==> src/hdl/spw_pkg.sv <==
// Shared constants and types for the spiral progress pixel walker.
// No dependencies; used by spw_walker and spiral_progress_pixel_walker.
package spw_pkg;

  // Default matrix side length.
  localparam int SIDE_DEFAULT = 5;

  // Full-scale percentage; larger requests saturate here.
  localparam int PCT_FULL = 100;

  // Input command codes.
  localparam logic CMD_START    = 1'b0;
  localparam logic CMD_PROGRESS = 1'b1;

  // Output action codes.
  localparam logic ACT_TOGGLE = 1'b0;
  localparam logic ACT_CLEAR  = 1'b1;

  // Response from the spiral walker: coordinates are already offset to the matrix.
  typedef struct packed {
    logic       done;
    logic [2:0] column;
    logic [2:0] row;
  } walk_rsp_t;

endpackage

==> src/hdl/spw_walker.sv <==
// Spiral walker: steps a coordinate pair along the spiral one move per cycle.
// Depends on spw_pkg for the response struct.
module spw_walker import spw_pkg::*; #(
  parameter int SIDE = SIDE_DEFAULT
) (
  input  logic                                 clk,
  input  logic                                 rst,
  input  logic                                 start,
  input  logic [$clog2(SIDE*SIDE+1)-1:0]       idx,
  output walk_rsp_t                            rsp
);

  localparam int IW = $clog2(SIDE*SIDE+1);
  localparam int CW = $clog2(SIDE) + 2;

  logic                 busy;
  logic [IW-1:0]        target;
  logic [IW-1:0]        count;
  logic signed [CW-1:0] x;
  logic signed [CW-1:0] y;
  logic signed [CW-1:0] ax;
  logic signed [CW-1:0] ay;
  logic signed [CW-1:0] cx;
  logic signed [CW-1:0] cy;
  logic                 move_x;
  logic                 done;

  assign ax     = x[CW-1] ? -x : x;
  assign ay     = y[CW-1] ? -y : y;
  // Move along x when not further out on x than on y, except on the
  // positive diagonal, where the turn goes onto y.
  assign move_x = (ax <= ay) && ((x != y) || (x <= 0));
  assign done   = busy && (count == target);

  assign cx = x + $signed(CW'(SIDE / 2));
  assign cy = y + $signed(CW'(SIDE / 2));

  assign rsp.done   = done;
  assign rsp.column = cx[2:0];
  assign rsp.row    = cy[2:0];

  always_ff @(posedge clk) begin
    if (rst) begin
      busy <= 1'b0;
    end else if (start) begin
      busy   <= 1'b1;
      target <= idx;
      count  <= '0;
      x      <= '0;
      y      <= '0;
    end else if (done) begin
      busy <= 1'b0;
    end else if (busy) begin
      count <= count + IW'(1);
      if (move_x) begin
        x <= (y <= 0) ? x - CW'(1) : x + CW'(1);
      end else begin
        y <= (x <= 0) ? y + CW'(1) : y - CW'(1);
      end
    end
  end

endmodule

==> src/hdl/spiral_progress_pixel_walker.sv <==
// Top level of the spiral progress pixel walker: command handling, step
// sequencing and the output register. Depends on spw_pkg and spw_walker.
//
// The block drives a SIDE x SIDE LED matrix as a progress indicator that
// fills along a spiral from the outer corner inward. A start beat (tuser at
// the start code) clears the step count and produces two output beats: a
// clear-display action with zero coordinates, then a toggle of the centre
// pixel marked with tlast. A progress beat carries a percentage in tdata,
// saturated at 100. It first produces a centre toggle, so the centre pixel
// blinks, and then one toggle for each newly reached step up to
// SIDE*SIDE*percent/100; the count never goes down. Step n toggles the pixel
// reached by walking the spiral from the centre for SIDE*SIDE-n moves. The
// walk is done by a single stepping unit that makes one move per cycle and
// starts again from the centre for every step. Each output beat is held
// until it is taken, and the block accepts no input beat until every
// result of the previous one has been delivered.
module spiral_progress_pixel_walker import spw_pkg::*; #(
  parameter int SIDE = SIDE_DEFAULT
) (
  input  logic       clk,
  input  logic       rst,
  input  logic       s_axis_tvalid,
  output logic       s_axis_tready,
  input  logic [7:0] s_axis_tdata,   // [6:0] percent, [7] zero
  input  logic       s_axis_tuser,   // [0] cmd
  output logic       m_axis_tvalid,
  input  logic       m_axis_tready,
  output logic [7:0] m_axis_tdata,   // [2:0] column, [5:3] row, [7:6] zero
  output logic       m_axis_tuser,   // [0] action
  output logic       m_axis_tlast    // last result of the input beat
);

  localparam int PIX = SIDE * SIDE;
  localparam int SW  = $clog2(PIX + 1);
  localparam int LW  = $clog2((PIX + 1) * PCT_FULL + 1);

  typedef enum logic [2:0] {
    ST_IDLE,
    ST_CENTRE,
    ST_STEP,
    ST_WALK,
    ST_SEND
  } state_t;

  state_t        state;
  state_t        after_send;
  logic          is_start;
  logic [LW-1:0] goal;
  logic [SW-1:0] steps_shown;
  logic          out_action;
  logic [2:0]    out_column;
  logic [2:0]    out_row;
  logic          out_last;
  logic          walk_start;
  logic [SW-1:0] walk_idx;
  walk_rsp_t     walk_rsp;

  logic [6:0]    pct_sat;
  logic [LW-1:0] next_scaled;
  logic          more;
  logic          in_fire;

  // A further step is due while (steps_shown + 1) * 100 <= SIDE*SIDE*percent,
  // which avoids any division by 100.
  assign pct_sat     = (s_axis_tdata[6:0] > 7'(PCT_FULL)) ? 7'(PCT_FULL) : s_axis_tdata[6:0];
  assign next_scaled = (LW'(steps_shown) + LW'(1)) * LW'(PCT_FULL);
  assign more        = !is_start && (next_scaled <= goal);
  assign in_fire     = s_axis_tvalid && s_axis_tready;

  assign s_axis_tready = (state == ST_IDLE);
  assign m_axis_tdata  = {2'b00, out_row, out_column};
  assign m_axis_tuser  = out_action;
  assign m_axis_tlast  = out_last;

  spw_walker #(
    .SIDE (SIDE)
  ) u_walker (
    .clk   (clk),
    .rst   (rst),
    .start (walk_start),
    .idx   (walk_idx),
    .rsp   (walk_rsp)
  );

  always_ff @(posedge clk) begin
    if (rst) begin
      state         <= ST_IDLE;
      after_send    <= ST_IDLE;
      steps_shown   <= '0;
      m_axis_tvalid <= 1'b0;
      walk_start    <= 1'b0;
      is_start      <= 1'b0;
    end else begin
      walk_start <= 1'b0;
      case (state)
        ST_IDLE: begin
          if (in_fire) begin
            if (s_axis_tuser == CMD_START) begin
              is_start      <= 1'b1;
              steps_shown   <= '0;
              out_action    <= ACT_CLEAR;
              out_column    <= '0;
              out_row       <= '0;
              out_last      <= 1'b0;
              m_axis_tvalid <= 1'b1;
              after_send    <= ST_CENTRE;
              state         <= ST_SEND;
            end else begin
              is_start <= 1'b0;
              goal     <= LW'(PIX) * LW'(pct_sat);
              state    <= ST_CENTRE;
            end
          end
        end
        ST_CENTRE: begin
          out_action    <= ACT_TOGGLE;
          out_column    <= 3'(SIDE / 2);
          out_row       <= 3'(SIDE / 2);
          out_last      <= !more;
          m_axis_tvalid <= 1'b1;
          after_send    <= more ? ST_STEP : ST_IDLE;
          state         <= ST_SEND;
        end
        ST_STEP: begin
          steps_shown <= steps_shown + SW'(1);
          walk_idx    <= SW'(PIX) - (steps_shown + SW'(1));
          walk_start  <= 1'b1;
          state       <= ST_WALK;
        end
        ST_WALK: begin
          if (!walk_start && walk_rsp.done) begin
            out_action    <= ACT_TOGGLE;
            out_column    <= walk_rsp.column;
            out_row       <= walk_rsp.row;
            out_last      <= !more;
            m_axis_tvalid <= 1'b1;
            after_send    <= more ? ST_STEP : ST_IDLE;
            state         <= ST_SEND;
          end
        end
        ST_SEND: begin
          if (m_axis_tready) begin
            m_axis_tvalid <= 1'b0;
            state         <= after_send;
          end
        end
        default: begin
          state <= ST_IDLE;
        end
      endcase
    end
  end

`ifndef SYNTHESIS
  a_steps_bounded: assert property (@(posedge clk) disable iff (rst)
    steps_shown <= SW'(PIX))
    else $error("step count ran past the matrix size");

  a_ready_no_pending: assert property (@(posedge clk) disable iff (rst)
    s_axis_tready |-> !m_axis_tvalid)
    else $error("input accepted while a result is still pending");

  a_clear_shape: assert property (@(posedge clk) disable iff (rst)
    (m_axis_tvalid && (m_axis_tuser == ACT_CLEAR)) |-> (!m_axis_tlast && (m_axis_tdata == 8'd0)))
    else $error("clear action carries coordinates or end marker");

  a_start_clears: assert property (@(posedge clk) disable iff (rst)
    (in_fire && (s_axis_tuser == CMD_START)) |=> (steps_shown == '0))
    else $error("start command did not clear the step count");
`endif

endmodule
==> config.mk <==
export PLATFORM = sky130hd
export DESIGN_NAME = spiral_progress_pixel_walker
export DESIGN_NICKNAME = d
export VERILOG_FILES = /design/src/hdl/spw_pkg.sv /design/src/hdl/spw_walker.sv /design/src/hdl/spiral_progress_pixel_walker.sv
export SDC_FILE = /design/constraint.sdc
export NUM_CORES = 1
export LEC_CHECK = 0
export BUFFER_PORTS_ARGS = -buffer_cell sky130_fd_sc_hd__buf_2
export CORE_MARGIN = 2
export CORE_UTILIZATION = 30
export DETAILED_ROUTE_END_ITERATION = 7
export GPL_TIMING_DRIVEN = 0
export PLACE_DENSITY = 0.44
export SYNTH_ARGS = -nofsm -noshare
export SYNTH_HDL_FRONTEND = slang
export SYNTH_HIERARCHICAL = 1
export SYNTH_SLANG_ARGS = --single-unit
==> constraint.sdc <==
create_clock -name clk -period 8.3 [get_ports clk]
set_clock_uncertainty 0.15 [all_clocks]
set_input_delay 0 -clock clk [delete_from_list [all_inputs] [get_ports clk]]
set_output_delay 0 -clock clk [all_outputs]
set_load 0.005 [all_outputs]
Word level (Yosys, flattened, before mapping). Cells that the tools add are included.

Bitwise logic cells: 1. Mux-type cells: 47. $lt $le $gt $ge: 5. Equality and inequality tests: 12. Multipliers: 2. Reduce and logical (&&, ||, !) cells: 28. Add/subtract/negate cells: 12.

Operators by type and width (count): 5-bit two-way mux (14); 3-bit two-way mux (11); 3-bit one-hot mux with 3 select lines (3); 4-bit AND reduction (4); 3-bit one-hot mux with 5 select lines (1); 12-bit <= comparator (1); 5-bit by 7-bit multiplier with 12-bit output, first input constant (1); 1-bit two-way mux (12); 5-bit by 1-bit adder with 5-bit output, second input constant (2); 5-bit by 2-bit adder with 5-bit output, second input constant (2); 5-bit by 1-bit <= comparator with 1-bit output, second input constant (2); 6-bit by 5-bit multiplier with 10-bit output, second input constant (1); 2-bit inequality test, second input constant (5); 5-bit negation (2); 5-bit one-hot mux with 2 select lines (1); 5-bit AND reduction (2); 5-bit by 2-bit subtractor with 5-bit output, second input constant (2); 3-bit AND reduction (3); 2-bit nonzero test (4); 7-bit > comparator, second input constant (1); 7-bit two-way mux (1); 3-bit adder, second input constant (2); 5-bit by 1-bit adder with 6-bit output, second input constant (1); 3-bit by 2-bit == test with 1-bit output, second input constant (2); 18 further kinds (27).

Logic and storage cells: 124. Input port bits: 13. Flip-flop bits (word level): 60. Output and inout bits: 12.

Logic depth before layout (Yosys ltp). Gate-level depths: netlist (run 1).

Word-level depth: 7. Mapped depth: 18. Depth with buffers taken out: 17.

Modules after synthesis. Netlist (run 1), hierarchy kept.

By module, submodules not included: spiral_progress_pixel_walker (instances 1, sequential area each 1011.0 um2, cells each 289, area each 2926.6 um2); spw_walker (instances 1, sequential area each 620.6 um2, cells each 136, area each 1475.2 um2).

Worst setup path before layout (run 1). Ideal clock, no wire load.

Path type: reg2reg. From: register steps_shown[0]. To: register after_send[1]. Slack: 3.754 ns. Library setup time: 0.074 ns. Arrival: 4.323 ns. Clock period less this slack: 4.546 ns. Buffers on the path: 1. Required time: 8.076 ns. Cell stages (with the launch flop): 18. Cell sequence: dfxtp_1 > clkbuf_1 > nand3_1 > xor2_1 > inv_1 > ha_1 > ha_1 > ha_1 > ha_1 > o21ai_0 > o21bai_1 > a21oi_1 > xnor2_1 > ha_1 > a211o_1 > a211o_1 > or4b_4 > o211ai_2.

Cells in the longest elaborated chain, start to end: 7.

Ends and longest elaborated chain: start, declared (line spiral_progress_pixel_walker.sv:49) `logic [SW-1:0] steps_shown;`; start signal, assigned (line spiral_progress_pixel_walker.sv:125) `steps_shown <= steps_shown + SW'(1);`; 5-bit by 1-bit adder with 6-bit output * (line spiral_progress_pixel_walker.sv:66) `assign next_scaled = (LW'(steps_shown) + LW'(1)) * LW'(PCT_FULL);`; 6-bit by 5-bit multiplier with 10-bit output * (line spiral_progress_pixel_walker.sv:66); 12-bit <= comparator * (line spiral_progress_pixel_walker.sv:67) `assign more = !is_start && (next_scaled <= goal);`; 1-bit logical AND * (line spiral_progress_pixel_walker.sv:67); 2-bit two-way mux * (line spiral_progress_pixel_walker.sv:121, spiral_progress_pixel_walker.sv:137); 3-bit two-way mux (line spiral_progress_pixel_walker.sv:131) `if (!walk_start && walk_rsp.done) begin`; 3-bit one-hot mux with 3 select lines * (line spiral_progress_pixel_walker.sv:95) `case (state)`; end signal, assigned (line spiral_progress_pixel_walker.sv:121) `after_send <= more ? ST_STEP : ST_IDLE;`; end signal, assigned (line spiral_progress_pixel_walker.sv:137) `after_send <= more ? ST_STEP : ST_IDLE;`; end, declared (line spiral_progress_pixel_walker.sv:46) `state_t after_send;`.

Every way passes the cells marked *; elsewhere a longest branch is shown, timed or not. The select of a mux whose other input is x is not followed. A chain may end at the register's enable or synchronous reset.

Worst setup path after layout (run 1).
From: register steps_shown[0]. To: register out_last (netlist: m_axis_tlast) (data pin).

Cells in the longest elaborated chain, start to end: 7.

Ends and longest elaborated chain: 5-bit by 1-bit adder with 6-bit output * (line spiral_progress_pixel_walker.sv:66); 6-bit by 5-bit multiplier with 10-bit output * (line spiral_progress_pixel_walker.sv:66); 12-bit <= comparator * (line spiral_progress_pixel_walker.sv:67); 1-bit logical AND * (line spiral_progress_pixel_walker.sv:67); 1-bit logical NOT * (line spiral_progress_pixel_walker.sv:119, spiral_progress_pixel_walker.sv:135); 1-bit two-way mux (line spiral_progress_pixel_walker.sv:131); 1-bit one-hot mux with 3 select lines * (line spiral_progress_pixel_walker.sv:95); end signal, assigned (line spiral_progress_pixel_walker.sv:119) `out_last <= !more;`; end signal, assigned (line spiral_progress_pixel_walker.sv:135) `out_last <= !more;`; end, declared (line spiral_progress_pixel_walker.sv:53) `logic out_last;`.

Marks and branches as above.

==> results of run 1 <==
kinds of logic (layout without fill, tap and decap cells):
family | count (synthesis) | after routing
compound gates | 80 | 80
xor+xnor | 41 | 41
fa+ha+maj | 76 | 76
buf+inv | 56 | 99
flops | 59 | 59
mux | 1 | 1
other cells | 1 | 2
simple gates | 111 | 111
synth_stat cells (all sizes together) (10+ instances only):
| library cell | instances | area (sq um) |
|---|---|---|
| nor2b | 10 | 62.6 |
| a21oi | 24 | 124 |
| clkbuf | 10 | 37.5 |
| nand2 | 11 | 41.3 |
| inv | 39 | 146 |
| xnor2 | 23 | 201 |
| nand3 | 12 | 60.1 |
| xor2 | 17 | 149 |
| nor2 | 33 | 131 |
| ha | 71 | 888 |
| dfxtp | 14 | 280 |
| edfxtp | 45 | 1350 |
flip-flops by register name, indices dropped and copies added, names as in the netlist:
register and cells:
state 3, walk_idx 5, u_walker/busy 1, m_axis_tuser 1, u_walker/y 5, goal 12
walk_start 1, m_axis_tlast 1, after_send 2, u_walker/count 5, steps_shown 5, is_start 1
u_walker/target 5, u_walker/x 5, m_axis_tvalid 1, out_column 3, out_row 3
metrics by stage:
stage                     worst slack [ns]  utilization  total power, mW  hold WS [ns]
after detailed placement              3.07        0.329            0.455         0.141
after CTS                             3.04        0.353            0.839      0.000769
after floorplan                       3.75            -            0.424       -0.0403
after global routing                  2.75        0.353            0.867        0.0536
final                                 3.19        0.353            0.823        0.0107
after global placement                3.14        0.329            0.453         0.127
area by class of cell:
type,instances,share of cell area
multi-input cells,311,0.499
flip-flops and latches,59,0.320
clock buffers,12,0.0484
well taps,184,0.0452
repair buffers,27,0.0324
inverters,39,0.0287
plain buffers,17,0.0164
clock inverters,4,0.00982
metal layers:
| layer | up-vias | share of wire | track usage |
|---|---|---|---|
| met3 | 9 | 0.032 | 0.0355 |
| li1 | 1593 | - | - |
| met5 | - | 0 | 0 |
| met2 | 49 | 0.47 | 0.193 |
| met4 | 0 | 0.013 | 0.0405 |
| met1 | 1504 | 0.48 | 0.157 |
where the power goes:
part	leakage [nW]	internal, mW	total (mW)	switching (mW)
sequential	0.523	0.331	0.335	0.00408
combinational	1.61	0.0512	0.115	0.0641
clock	0.139	0.240	0.372	0.132
total	2.27	0.622	0.823	0.201
worst max-delay path: cells and delay by family (launching register included):
kind	cells	cell delay, ns
AO/OA/AOI/OAI	4	1.00
XOR/XNOR	2	0.64
AND/OR/NAND/NOR	4	0.63
flip-flops	1	0.36
adder cells (fa/ha/maj)	5	1.58
buffers and inverters	2	0.47
worst paths after layout:
kind / startpoint / end / slack [ns]
max: steps_shown[0] / m_axis_tlast / 3.19
min: m_axis_tready / m_axis_tvalid / 0.01
max reg2reg: steps_shown[0] / m_axis_tlast / 3.19
min reg2reg: walk_idx[4] / u_walker/target[4] / 0.26
what timing repair did:
item | CTS | global route
endpoints found under the hold margin | 14 | 0
setup buffers | 0 | 0
hold buffers | 6 | 0
==> results.py, run 1 <==
metrics = {
    "critical_path": {
        "crit_path_end_kind": "flop",
        "cp.required_ns": 8.20,
        "cpMostUsedCell": "ha_1",
        "crit_type": "reg -> reg",
        "worst-path-max-fanout": 7,
        "cp_slowest_cell": "a2111oi_0",
        "worstPathCellList": "clkbuf_1 -> nand3_1 -> xor2_1 -> inv_1 -> ha_1 -> ha_1 -> ha_1 -> ha_1 -> o21ai_0 -> o21bai_1 -> a21oi_1 -> xnor2_1 -> ha_1 -> nand4_1 -> nor3_1 -> nor2_1 -> a2111oi_0",
        "cp-start-kind": "flop",
        "r2r_cells": 17,
        "critPathArrivalTime_ns": 5.01,
        "critPathMaxStageDelay_ns": 0.59,
    },
    "detailed_routing": {
        "wl_um": 8770,
        "ant_nets": 0,
        "dr_total_vias": 3155,
        "drt_iter0_drc": 62,
        "wl_per_cell_um": 13.4,
        "drc": 0,
        "dr.pass1.iters": 4,
        "viasPerCell": 4.83,
    },
    "layout": {
        "layout_common_cells": "ha_1, edfxtp_1, inv_1",
        "final_cell_area_sq_um": 5100,
        "antennaDiodeCount": 0,
        "fin_cells": 653,
        "area_growth_syn_to_layout_pct": 15.8,
        "register_area_sq_um": 1630,
        "fillers": 1496,
        "final_nets": 553,
        "drive_gt1_frac": 0.111,
        "multi_input_area_sq_um": 2540,
        "final_common_cell": "ha_1",
    },
    "clock_tree": {
        "ctsResizeCount": 0,
        "htree_levels": 3,
        "clk_latency_ns": 0.33,
        "cts_tree": "built",
        "clk_path_buf_depth": 2,
        "clockRootBuffer": "clkbuf_16",
        "cts_sinks": 59,
        "clkTransAtPathRegs_ns": 0.05,
        "numCtsBuffers": 9,
    },
    "run_status": {
        "status": "completed",
    },
    "sta": {
        "worstMarginPinSlew_ns": 0.779,
        "slew_headroom": 0.476,
        "final-hold-violation-count": 0,
        "tns_ns": 0,
        "setup-violations-final": 0,
        "fin_crit_ns": 5.11,
        "rsz0062_at_grt": "no",
        "drv_slew": 0,
        "timing.fmax_mhz": 196,
        "fin_crit_sh": 0.616,
    },
    "logic_synthesis": {
        "synth_xor_area_frac": 0.0850,
        "synth_edf_count": 45,
        "synth-seq-cells": 59,
        "yosys.area_share.adder": 0.225,
        "synth_top_family_by_area": "adder cells",
        "synth-simple-area-share": 0.138,
        "synth_compound_area_frac": 0.126,
        "synthMuxAreaShare": 0.00227,
        "yosysWarnings": 6,
        "netlist_area_sq_um": 4400,
        "synth_flop_cell": "edfxtp_1",
        "ys_async_sr_fraction": 0,
        "syn_inst": 425,
        "yosysSeqAreaShare": 0.371,
        "ys_types": 64,
        "syn_area_per_cell_sq_um": 10.4,
    },
    "global_route": {
        "grt_max_degree": 13,
        "grt_pass1_vias": 3152,
        "overflow": 0,
        "grt_usage": 0.121,
        "grt_first_pass_wirelength_um": 15100,
        "antenna_found_initial": 0,
    },
    "die": {
        "std_cell_rows": 44,
        "start_util": 0.305,
        "dieArea_sq_um": 15700,
        "die_h_um": 125,
        "core_area_sq_um": 14400,
        "chipWidth_um": 125,
        "boundaryPins": 25,
    },
    "job": {
        "drv_cap": 0,
    },
    "power_and_ir_drop": {
        "max-vdd-ir-drop_mv": 0.0999,
        "p_per_area_nw_per_um2": 161,
        "p_leak_nw": 2.27,
    },
    "placement": {
        "dp.cells": 631,
        "placed_cell_area_sq_um": 4740,
        "place.gp.congestion": 0.768,
        "portBuffers": 21,
        "dp_hpwl_um": 6910,
    },
    "worst_hold_path": {
        "holdPathStages": 5,
        "min_path_type": "in -> reg",
    },
}
Note: power is estimated with default switching activity, not from simulation.
==> run 2: changes to the inputs <==
--- a/config.mk
+++ b/config.mk
@@ -5,12 +5,13 @@
 export SDC_FILE = /design/constraint.sdc
 export NUM_CORES = 1
 export LEC_CHECK = 0
+export ABC_AREA = 1
 export BUFFER_PORTS_ARGS = -buffer_cell sky130_fd_sc_hd__buf_2
 export CORE_MARGIN = 2
 export CORE_UTILIZATION = 30
 export DETAILED_ROUTE_END_ITERATION = 7
 export GPL_TIMING_DRIVEN = 0
-export PLACE_DENSITY = 0.44
+export PLACE_DENSITY = 0.46
 export SYNTH_ARGS = -nofsm -noshare
 export SYNTH_HDL_FRONTEND = slang
 export SYNTH_HIERARCHICAL = 1
==> constraint.sdc (replaced) <==
create_clock -name clk -period 4.7 [get_ports clk]
set_clock_uncertainty 0.15 [all_clocks]
set_input_delay 0 -clock clk [delete_from_list [all_inputs] [get_ports clk]]
set_output_delay 0 -clock clk [all_outputs]
set_load 0.005 [all_outputs]
==> results.py, run 2 <==
metrics = {
    "run_status": {
        "status": "completed",
    },
    "die": {
        "die_h_um": 126,
        "core_area_sq_um": 14500,
        "boundaryPins": 25,
        "std_cell_rows": 44,
        "dieArea_sq_um": 15800,
        "start_util": 0.306,
        "chipWidth_um": 126,
    },
    "logic_synthesis": {
        "synth_top_area_share": 0.305,
        "ys_async_sr_fraction": 0,
        "synth_edf_count": 45,
        "ys_types": 35,
        "yosys.area_share.adder": 0.223,
        "synth.most_common_cell": "inv_1",
        "synth_xor_area_frac": 0.0616,
        "synthMuxAreaShare": 0,
        "synth-seq-cells": 59,
        "synth_compound_area_frac": 0.0726,
        "syn_area_per_cell_sq_um": 8.95,
        "synth_top_family_by_area": "adder cells",
        "synthTopCellsByArea": "edfxtp_1, ha_1, inv_1",
        "yosys.area.top_type": "edfxtp_1",
        "syn_inst": 495,
        "synth-simple-area-share": 0.188,
        "netlist_area_sq_um": 4430,
        "synth_common_cells": "inv_1, ha_1, nand2_1, nor2_1, edfxtp_1",
        "synth_flop_cell": "edfxtp_1",
        "yosysSeqAreaShare": 0.368,
        "yosysWarnings": 6,
    },
    "power_and_ir_drop": {
        "p_sw_mw": 0.726,
        "p_clk_frac": 0.296,
        "p_leak_nw": 2.47,
        "netSwitchingFraction": 0.355,
        "max-vdd-ir-drop_mv": 0.264,
        "pwr-share-comb": 0.344,
        "total_power_mw": 2.04,
        "pwr-share-seq": 0.360,
        "p_per_area_nw_per_um2": 397,
        "intPower_mw": 1.32,
    },
    "placement": {
        "placed_cell_area_sq_um": 4770,
        "dp_hpwl_um": 6540,
        "preCtsSetupSlack_ns": 0.274,
        "portBuffers": 21,
        "place.gp.congestion": 0.778,
        "dp.cells": 701,
    },
    "layout": {
        "final_nets": 626,
        "largest_reg_flops": 12,
        "register_area_sq_um": 1630,
        "fin_cells": 726,
        "drive_gt1_frac": 0.153,
        "area_growth_syn_to_layout_pct": 16.1,
        "regMostFlops": "goal",
        "layout_common_cells": "inv_1, nand2_1, ha_1",
        "antennaDiodeCount": 0,
        "fillers": 1485,
        "final_common_cell": "inv_1",
        "multi_input_area_sq_um": 2430,
        "postLayoutCoreUtil": 0.355,
        "final_cell_area_sq_um": 5140,
    },
    "detailed_routing": {
        "met1Wirelength_um": 3930,
        "wl_per_cell_um": 11.1,
        "dr_wl_met2_um": 3700,
        "top_layer_used": "met4",
        "drc": 0,
        "met3_length_um": 255,
        "viasPerCell": 4.48,
        "wl_um": 8070,
        "drt_iter0_drc": 136,
        "ant_nets": 0,
        "dr_total_vias": 3249,
        "dr.pass1.iters": 6,
    },
    "clock_tree": {
        "cts_setup_buffers": 0,
        "numCtsBuffers": 9,
        "clkTransAtPathRegs_ns": 0.06,
        "htree_levels": 3,
        "clk_path_buf_depth": 2,
        "clk_latency_ns": 0.34,
        "cts_hold_buf": 9,
        "ctsResizeCount": 0,
        "cts_sinks": 59,
        "clockRootBuffer": "clkbuf_16",
        "cts_tree": "built",
    },
    "sta": {
        "slew_headroom": 0.403,
        "fin_crit_ns": 4.36,
        "final-hold-violation-count": 0,
        "worstMarginPinSlew_ns": 0.891,
        "rsz0062_at_grt": "no",
        "tns_ns": 0,
        "timing.fmax_mhz": 229,
        "setup-violations-final": 0,
        "fin_crit_sh": 0.927,
        "drv_slew": 0,
        "fin_ws_ns": 0.342,
        "whs_ns": 0.0873,
    },
    "critical_path": {
        "worst-path-max-fanout": 7,
        "cp_slowest_cell": "dfxtp_1",
        "critPathArrivalTime_ns": 4.29,
        "cpMostUsedCell": "ha_1",
        "critPathMaxStageDelay_ns": 0.39,
        "crit_type": "reg -> reg",
        "crit_path_end_kind": "flop",
        "worstPathCellList": "ha_1 -> or2_2 -> nand2_1 -> inv_1 -> ha_1 -> ha_1 -> ha_1 -> ha_1 -> nand2_1 -> nand3_1 -> nand2_1 -> nand2_1 -> a21oi_1 -> xor2_1 -> ha_1 -> a21o_1 -> nor2_1 -> nand3_1 -> nand2_1 -> a21oi_1",
        "cp.required_ns": 4.63,
        "cp-start-kind": "flop",
    },
    "global_route": {
        "grt_pass1_vias": 3186,
        "grt_usage": 0.114,
        "grt_first_pass_wirelength_um": 14500,
        "antenna_found_initial": 0,
        "grt_max_degree": 13,
        "overflow": 0,
    },
    "job": {
        "drv_cap": 0,
    },
    "worst_hold_path": {
        "min_path_type": "in -> reg",
    },
}
==> run 2: cell count changes in the layout (fill, tap and decap cells not counted), sizes merged, moves of 10 or more <==
cell and delta:
nor2b -10, xnor2 -15, nand3 +17, nor2 +22, nand2 +71, inv +49
==> run 2: cell families (layout without fill, tap and decap cells) <==
family / count (synthesis) / after routing
fa+ha+maj: 76 / 76
simple gates: 177 / 177
other cells: 1 / 2
compound gates: 57 / 57
buf+inv: 96 / 142
xor+xnor: 29 / 29
flops: 59 / 59
==> run 2: power by group through the flow <==
stage	combinational [mW]	clock, mW	sequential, mW
after floorplan	0.541	0	0.737
after global placement	0.688	0	0.745
after detailed placement	0.695	0	0.746
after CTS	0.715	0.628	0.736
after global routing	0.821	0.644	0.749
final	0.701	0.605	0.735
==> run 2: worst max-delay path, delay by kind of cell (launching register included) <==
kind | cells | cell delay [ns]
XOR/XNOR | 1 | 0.18
flip-flops | 1 | 0.39
adder cells (fa/ha/maj) | 6 | 1.76
AND/OR/NAND/NOR | 9 | 1.08
AO/OA/AOI/OAI | 3 | 0.41
buffers and inverters | 1 | 0.13
==> run 2: per-layer routing <==
| metal | vias up | global-route usage |
|---|---|---|
| met4 | 0 | 0.0588 |
| met2 | 42 | 0.184 |
| met5 | - | 0 |
| met1 | 1485 | 0.145 |
| met3 | 13 | 0.0218 |
| li1 | 1709 | - |
==> run 2: final timing paths <==
check,startpoint,endpoint,slack (ns),depth (start not counted)
worst max register to register,steps_shown[0],m_axis_tlast,0.34,20
worst min register to register,walk_idx[3],u_walker/target[3],0.28,0
worst min-delay path,s_axis_tdata[6],goal[0],0.09,4
worst max-delay path,steps_shown[0],m_axis_tlast,0.34,20
==> run 2: layout make-up <==
cell class | count | area share
Sequential cell | 59 | 0.317
Clock inverter | 7 | 0.0105
Tap cell | 184 | 0.0448
Inverter | 87 | 0.0635
Buffer | 9 | 0.0102
Clock buffer | 9 | 0.0438
Timing Repair Buffer | 30 | 0.0379
Multi-Input combinational cell | 341 | 0.472
==> run 3: changes to the inputs <==
--- a/config.mk
+++ b/config.mk
@@ -11,7 +11,6 @@
 export CORE_UTILIZATION = 30
 export DETAILED_ROUTE_END_ITERATION = 7
 export GPL_TIMING_DRIVEN = 0
-export PLACE_DENSITY = 0.46
 export SYNTH_ARGS = -nofsm -noshare
 export SYNTH_HDL_FRONTEND = slang
 export SYNTH_HIERARCHICAL = 1
==> results.py, run 3 (synthesized netlist as in run 2, its figures left out) <==
metrics = {
    "run_status": {
        "violations": "hold timing",
        "status": "complete, but fails checks",
    },
    "critical_path": {
        "worst-path-max-fanout": 7,
        "cpMostUsedCell": "ha_1",
        "cp.required_ns": 4.62,
        "critPathMaxStageDelay_ns": 0.38,
        "cp_slowest_cell": "dfxtp_1",
        "critPathArrivalTime_ns": 4.23,
        "crit_type": "reg -> reg",
        "cp_top_family": "adder cells",
        "cp-start-kind": "flop",
        "crit_path_end_kind": "flop",
        "critPathBufInv": 1,
        "worstPathCellList": "ha_1 -> or2_2 -> nand2_1 -> inv_1 -> ha_1 -> ha_1 -> ha_1 -> ha_1 -> nand2_1 -> nand3_1 -> nand2_1 -> nand2_1 -> a21oi_1 -> xor2_1 -> ha_1 -> a21o_1 -> nor2_1 -> nand3_1 -> nand2_1 -> a21oi_1",
    },
    "sta": {
        "rsz0062_at_grt": "no",
        "fin_crit_ns": 4.31,
        "fin_crit_sh": 0.917,
        "timing.fmax_mhz": 232,
        "whs_ns": -0.00122,
        "setup-violations-final": 0,
        "final-hold-violation-count": 1,
        "worstMarginPinSlew_ns": 0.866,
        "tns_ns": 0,
        "drv_slew": 0,
        "slew_headroom": 0.420,
    },
    "die": {
        "chipWidth_um": 126,
        "core_area_sq_um": 14500,
        "std_cell_rows": 44,
        "die_h_um": 126,
        "boundaryPins": 25,
        "dieArea_sq_um": 15800,
        "start_util": 0.306,
    },
    "layout": {
        "drive_gt1_frac": 0.150,
        "largest_reg_flops": 12,
        "fillers": 1473,
        "final_cell_area_sq_um": 5150,
        "final_nets": 625,
        "final_common_cell": "inv_1",
        "antennaDiodeCount": 0,
        "fin_cells": 725,
        "area_growth_syn_to_layout_pct": 16.2,
        "layout_common_cells": "inv_1, nand2_1, ha_1",
        "regMostFlops": "goal",
    },
    "clock_tree": {
        "cts_setup_buffers": 0,
        "clk_latency_ns": 0.33,
        "cts_sinks": 59,
        "clkTransAtPathRegs_ns": 0.05,
        "clk_path_buf_depth": 2,
        "numCtsBuffers": 9,
        "clockRootBuffer": "clkbuf_16",
        "htree_levels": 3,
        "cts_tree": "built",
    },
    "detailed_routing": {
        "viasPerCell": 4.44,
        "wl_per_cell_um": 11.0,
        "dr.pass1.iters": 4,
        "drt_iter0_drc": 169,
        "drc": 0,
        "wl_um": 8010,
        "dr_total_vias": 3219,
        "ant_nets": 0,
    },
    "global_route": {
        "antenna_found_initial": 0,
        "overflow": 0,
        "grt_max_degree": 13,
        "grt_usage": 0.106,
        "grt_pass1_vias": 3136,
        "grt_first_pass_wirelength_um": 13600,
    },
    "power_and_ir_drop": {
        "total_power_mw": 2.08,
        "max-vdd-ir-drop_mv": 0.210,
        "p_leak_nw": 2.48,
        "p_per_area_nw_per_um2": 403,
    },
    "placement": {
        "dp.cells": 701,
        "place.gp.congestion": 0.834,
        "dp_hpwl_um": 6380,
        "portBuffers": 21,
        "placed_cell_area_sq_um": 4770,
    },
    "worst_hold_path": {
        "min_path_type": "in -> reg",
    },
    "job": {
        "drv_cap": 0,
    },
}
-- run 3: cell types whose count changed in the layout (fill, tap and decap cells not counted) --
cell,previous run,this run
clkinv_2,0,1
clkbuf_16,9,10
clkbuf_8,0,2
clkinv_4,3,0
clkbuf_1,4,7
clkinv_1,1,0
clkinvlp_4,2,0
inv_6,1,0
dlygate4sd3_1,9,8
-- run 3: power by group --
group | internal (mW) | switching, mW | total (mW)
Clock | 0.416 | 0.214 | 0.631
Combinational | 0.274 | 0.436 | 0.710
Sequential | 0.685 | 0.0506 | 0.736
-- run 3: per-layer routing --
| layer | vias to the layer above | wire, um | GRT usage |
|---|---|---|---|
| li1 | 1702 | - | - |
| met3 | 11 | 250 | 0.0321 |
| met2 | 37 | 3890 | 0.182 |
| met4 | 0 | 148 | 0.0412 |
| met1 | 1469 | 3720 | 0.125 |
| met5 | - | 0 | 0 |
-- run 3: timing repair --
item | in CTS | in global routing
resized for setup | 0 | 0
hold buffers | 8 | 0
endpoints found under the hold margin | 15 | 0
-- run 3: worst paths after layout --
path / slack (ns) / startpoint / end / depth (start not counted)
max reg2reg: 0.39 / steps_shown[0] / m_axis_tlast / 20
min: -0.001 / s_axis_tvalid / state[1] / 5
max: 0.39 / steps_shown[0] / m_axis_tlast / 20
min reg2reg: 0.26 / walk_idx[2] / u_walker/target[2] / 0
-- run 3: layout make-up --
cell class | instances | area (sq um) | area share
clock buffer | 15 | 289 | 0.0561
clock inverter | 1 | 5.00 | 0.000972
multi-input combinational | 341 | 2430 | 0.472
inverter | 87 | 327 | 0.0634
sequential | 59 | 1630 | 0.317
tap | 184 | 230 | 0.0447
timing repair buffer | 29 | 185 | 0.0360
buffer | 9 | 52.6 | 0.0102
-- run 3: per-stage QoR --
stage                     worst slack, ns  utilization  hold WS [ns]
after global placement              0.374        0.329         0.180
after detailed placement            0.356        0.330         0.188
after global routing               0.0902        0.356        0.0367
after CTS                           0.340        0.356      0.000907
after floorplan                     0.816            -       -0.0496
final                               0.389        0.356      -0.00122
-- run 3: tightest hold or removal path, stage by stage --
cell and delay [ns]:
buf_2 0.09, inv_1 0.11, nand2_2 0.08, nand3_1 0.09, a31oi_1 0.05
